<file path="src/rtl/assert_macros.svh">
// Assertion macros shared by the RTL of the gene ring stepper.
`ifndef ASSERT_MACROS_SVH
`define ASSERT_MACROS_SVH

// Same-cycle implication, disabled while reset is active.
`define ASSERT_IMPLIES(label, clk, rst_n, ante, cons) \
    label: assert property (@(posedge clk) disable iff (!rst_n) (ante) |-> (cons)) \
        else $error("assertion failed: same-cycle implication");

// Next-cycle implication, disabled while reset is active.
`define ASSERT_NEXT(label, clk, rst_n, ante, cons) \
    label: assert property (@(posedge clk) disable iff (!rst_n) (ante) |=> (cons)) \
        else $error("assertion failed: next-cycle implication");

`endif

</file>
<file path="src/rtl/grs_mul.sv">
// Shared signed 32 by 32 multiplier with a registered product.
module grs_mul (
    input  logic               clk,
    input  logic signed [31:0] op_a,
    input  logic signed [31:0] op_b,
    output logic signed [63:0] prod
);

    logic signed [63:0] prod_reg;
    logic signed [63:0] prod_next;

    // The product is payload and takes no reset.
    assign prod_next = op_a * op_b;

    always_ff @(posedge clk)
    begin
        prod_reg <= prod_next;
    end

    assign prod = prod_reg;

endmodule

</file>
<file path="config.mk">
export PLATFORM = sky130hd
export DESIGN_NAME = grs_mul
export DESIGN_NICKNAME = d
export VERILOG_FILES = /design/src/rtl/assert_macros.svh /design/src/rtl/grs_mul.sv
export SDC_FILE = /design/constraint.sdc
export NUM_CORES = 2
export LEC_CHECK = 0
export ABC_AREA = 1
export BUFFER_PORTS_ARGS = -buffer_cell sky130_fd_sc_hd__buf_4
export CORE_MARGIN = 3
export CORE_UTILIZATION = 45
export DETAILED_ROUTE_END_ITERATION = 6
export PLACE_DENSITY = 0.68
export RECOVER_POWER = 100
export SYNTH_ARGS = -nofsm -noshare
export SYNTH_HDL_FRONTEND = slang
export SYNTH_SLANG_ARGS = --single-unit
</file>
<file path="constraint.sdc">
create_clock -name clk -period 9.2 [get_ports clk]
set_input_delay 0.46 -clock clk [delete_from_list [all_inputs] [get_ports clk]]
set_output_delay 0.46 -clock clk [all_outputs]
set_load 0.01 [all_outputs]
</file>
==> flow_metrics.tcl <==
set metrics [dict create \
    post_drt_wl_per_cell_um 17.8 \
    cp.arrival_ns 8.50 \
    dieArea_mm2 0.0922 \
    core_mm2 0.0873 \
    crit_fanout 32 \
    startpoint_type "input pin" \
    cap_violations 1 \
    antenna_found_initial 5 \
    fin_setup_tns_ns 0 \
    grt_pass1_vias 33400 \
    num-fill-cells 8650 \
    criticalPathCategory "in -> reg" \
    hold_violations 0 \
    dieWidth_um 304 \
    gp_congestion 1.00 \
    rows 108 \
    final.period_utilization 0.901 \
    synth_most_common_cell "inv_1" \
    path_cells "clkbuf_1 -> or2_2 -> fa_1 -> fa_1 -> inv_1 -> fa_1 -> fa_1 -> fa_1 -> fa_1 -> fa_1 -> inv_1 -> fa_1 -> inv_1 -> ha_1 -> nand2_1 -> nor2_1 -> inv_1 -> o21ai_0 -> a21oi_1 -> nand3_1 -> xor2_1" \
    maxSlewViolCount 33 \
    first_pass_iters 6 \
    endpoint_kind "register" \
    cts.clk_slew.worst_paths_ns 0.06 \
    grt-ovfl-total 0 \
    cts-buffers-inserted 9 \
    utilization 0.476 \
    cts_buffer_depth 2 \
    dp.final_hpwl_mm 92.9 \
    cts_sinks 64 \
    drt_iter0_markers 2132 \
    required_ns 9.41 \
    synth_area_mm2 0.0399 \
    yosysSeqAreaShare 0.0321 \
    route.detailed.drc 0 \
    worstHoldPathType "in -> reg" \
    violations "max-capacitance violations, max-slew violations" \
    finalSetupViolCount 0 \
    grt_pass1_wl_mm 181 \
    yosysUniqueCellTypes 32 \
    synth_area_leaders "fa_1 (54%), inv_1 (16%), nand2_1 (14%), ha_1 (5.8%), dfxtp_1 (3.2%)" \
    finalNetCount 6327 \
    tightest_slew_ns 2.02 \
    yosysWarnings 0 \
    netlist_instances 5046 \
    synthArstFlopShare 0 \
    ioPinCount 129 \
    drt-vias-per-instance 4.97 \
    largest_reg_flops 64 \
    yosys.area.top_type_share 0.543 \
    yosys_most_used_dff "dfxtp_1" \
    areaGrowthSynthToFinish_pct 4.23 \
    wl_mm 109 \
    initial_utilization 0.457 \
    synth_edf_count 0 \
    slowest_delay_ns 1.42 \
    synthTopCellsByCount "inv_1 (1,659), nand2_1 (1,444), fa_1 (1,082)" \
    worst-path-buf-inv 5 \
    cts_resized 0 \
    grt_usage 0.246 \
    outcome "finished, violations left" \
    critical-path-slowest-cell "clkbuf_1" \
    htree_levels 3 \
    portBuffers 128 \
    ys_ff_latch 64 \
    die_h_um 304 \
    path_common_cell "fa_1" \
    drtAntennaViolNets 0 \
    relSlewSlack -0.346 \
    cts_setup_buffers 0 \
    hold_buffers 0 \
    yosysTopAreaCell "fa_1" \
    drive_gt1_frac 0.0212 \
    cts_tree "yes" \
    grt_max_degree 33 \
    vias 30600 \
    min_period_ns 8.29 \
    cp_top_family "adder cells" \
    rsz0062_at_grt "no" \
    syn-num-nets 6377 \
    max_freq_mhz 121 \
    clockRootBuffer "clkbuf_16" \
    syn_avg_cell_area_um2 7.90 \
]
[through the flow]
step / std cells / hold WS, ns / cell area [um^2] / worst slack [ns]
floorplan: 5046 / 0.558 / 39900 / 2.04
CTS: 6155 / 0.551 / 41800 / 1.46
global placement: 6140 / 0.852 / 41600 / 1.23
global route: 6160 / 0.581 / 41500 / 0.540
detailed placement: 6140 / 0.851 / 41600 / 1.12
finish: 6160 / 0.554 / 41500 / 0.909
[cell usage in the layout, fill, tap and decap left out]
cell	instances
nand3_1	75
and2_1	1
nor2_4	2
o21bai_1	9
inv_1	1659
nor3_1	7
a21o_1	2
nand2_1	1445
nor3_4	1
nand3_2	1
a21boi_0	1
or2_0	1
clkinv_2	3
clkinvlp_4	1
and2_0	1
a21oi_1	67
buf_4	65
o21a_1	2
xnor2_1	6
diode_2	5
clkbuf_2	1
o21ai_0	21
ha_1	184
nand2_2	7
nand4_1	20
nor2_2	6
dfxtp_1	64
nor2_1	144
nand2b_1	1
clkbuf_1	67
fa_1	1082
clkbuf_16	9
nor4_1	4
xor2_1	30
o21ai_1	1
nor4_2	1
or2_2	8
a21oi_2	1
[routing by layer]
metal	share of wire	vias up	routed length, um	GRT usage
met5	0	-	0	0
met4	0.032	0	3490	0.0727
met3	0.065	208	7070	0.0286
met2	0.49	1122	53500	0.414
met1	0.41	15600	45400	0.338
li1	-	13700	-	-
[logic make-up (layout without fill, tap and decap cells)]
| group | count (synthesis) | count (layout) | synth area share |
|---|---|---|---|
| adder cells (fa/ha/maj) | 1266 | 1266 | 0.601 |
| other | 0 | 5 | 0 |
| flip-flops | 64 | 64 | 0.0321 |
| AO/OA/AOI/OAI | 104 | 104 | 0.0140 |
| AND/OR/NAND/NOR | 1725 | 1725 | 0.170 |
| XOR/XNOR | 36 | 36 | 0.00791 |
| buffers and inverters | 1851 | 1805 | 0.174 |
[worst paths after layout]
path | from | endpoint | slack (ns) | depth (start not counted)
max | op_a[0] | prod[37] | 0.91 | 21
min | op_b[0] | prod[0] | 0.55 | 3
[final cells by class]
| class | instances | area, um^2 | area share |
|---|---|---|---|
| multi-input cells | 3131 | 31600 | 0.760 |
| inverters | 1659 | 6230 | 0.150 |
| well taps | 1155 | 1450 | 0.0348 |
| flip-flops and latches | 64 | 1280 | 0.0308 |
| repair buffers | 131 | 737 | 0.0177 |
| clock buffers | 11 | 233 | 0.00560 |
| clock inverters | 4 | 22.5 | 0.000542 |
| diodes | 5 | 12.5 | 0.000301 |
Power is left out: the tool's default activity adds up to more than one toggle a clock period on the data nets, which glitch-free logic cannot reach.
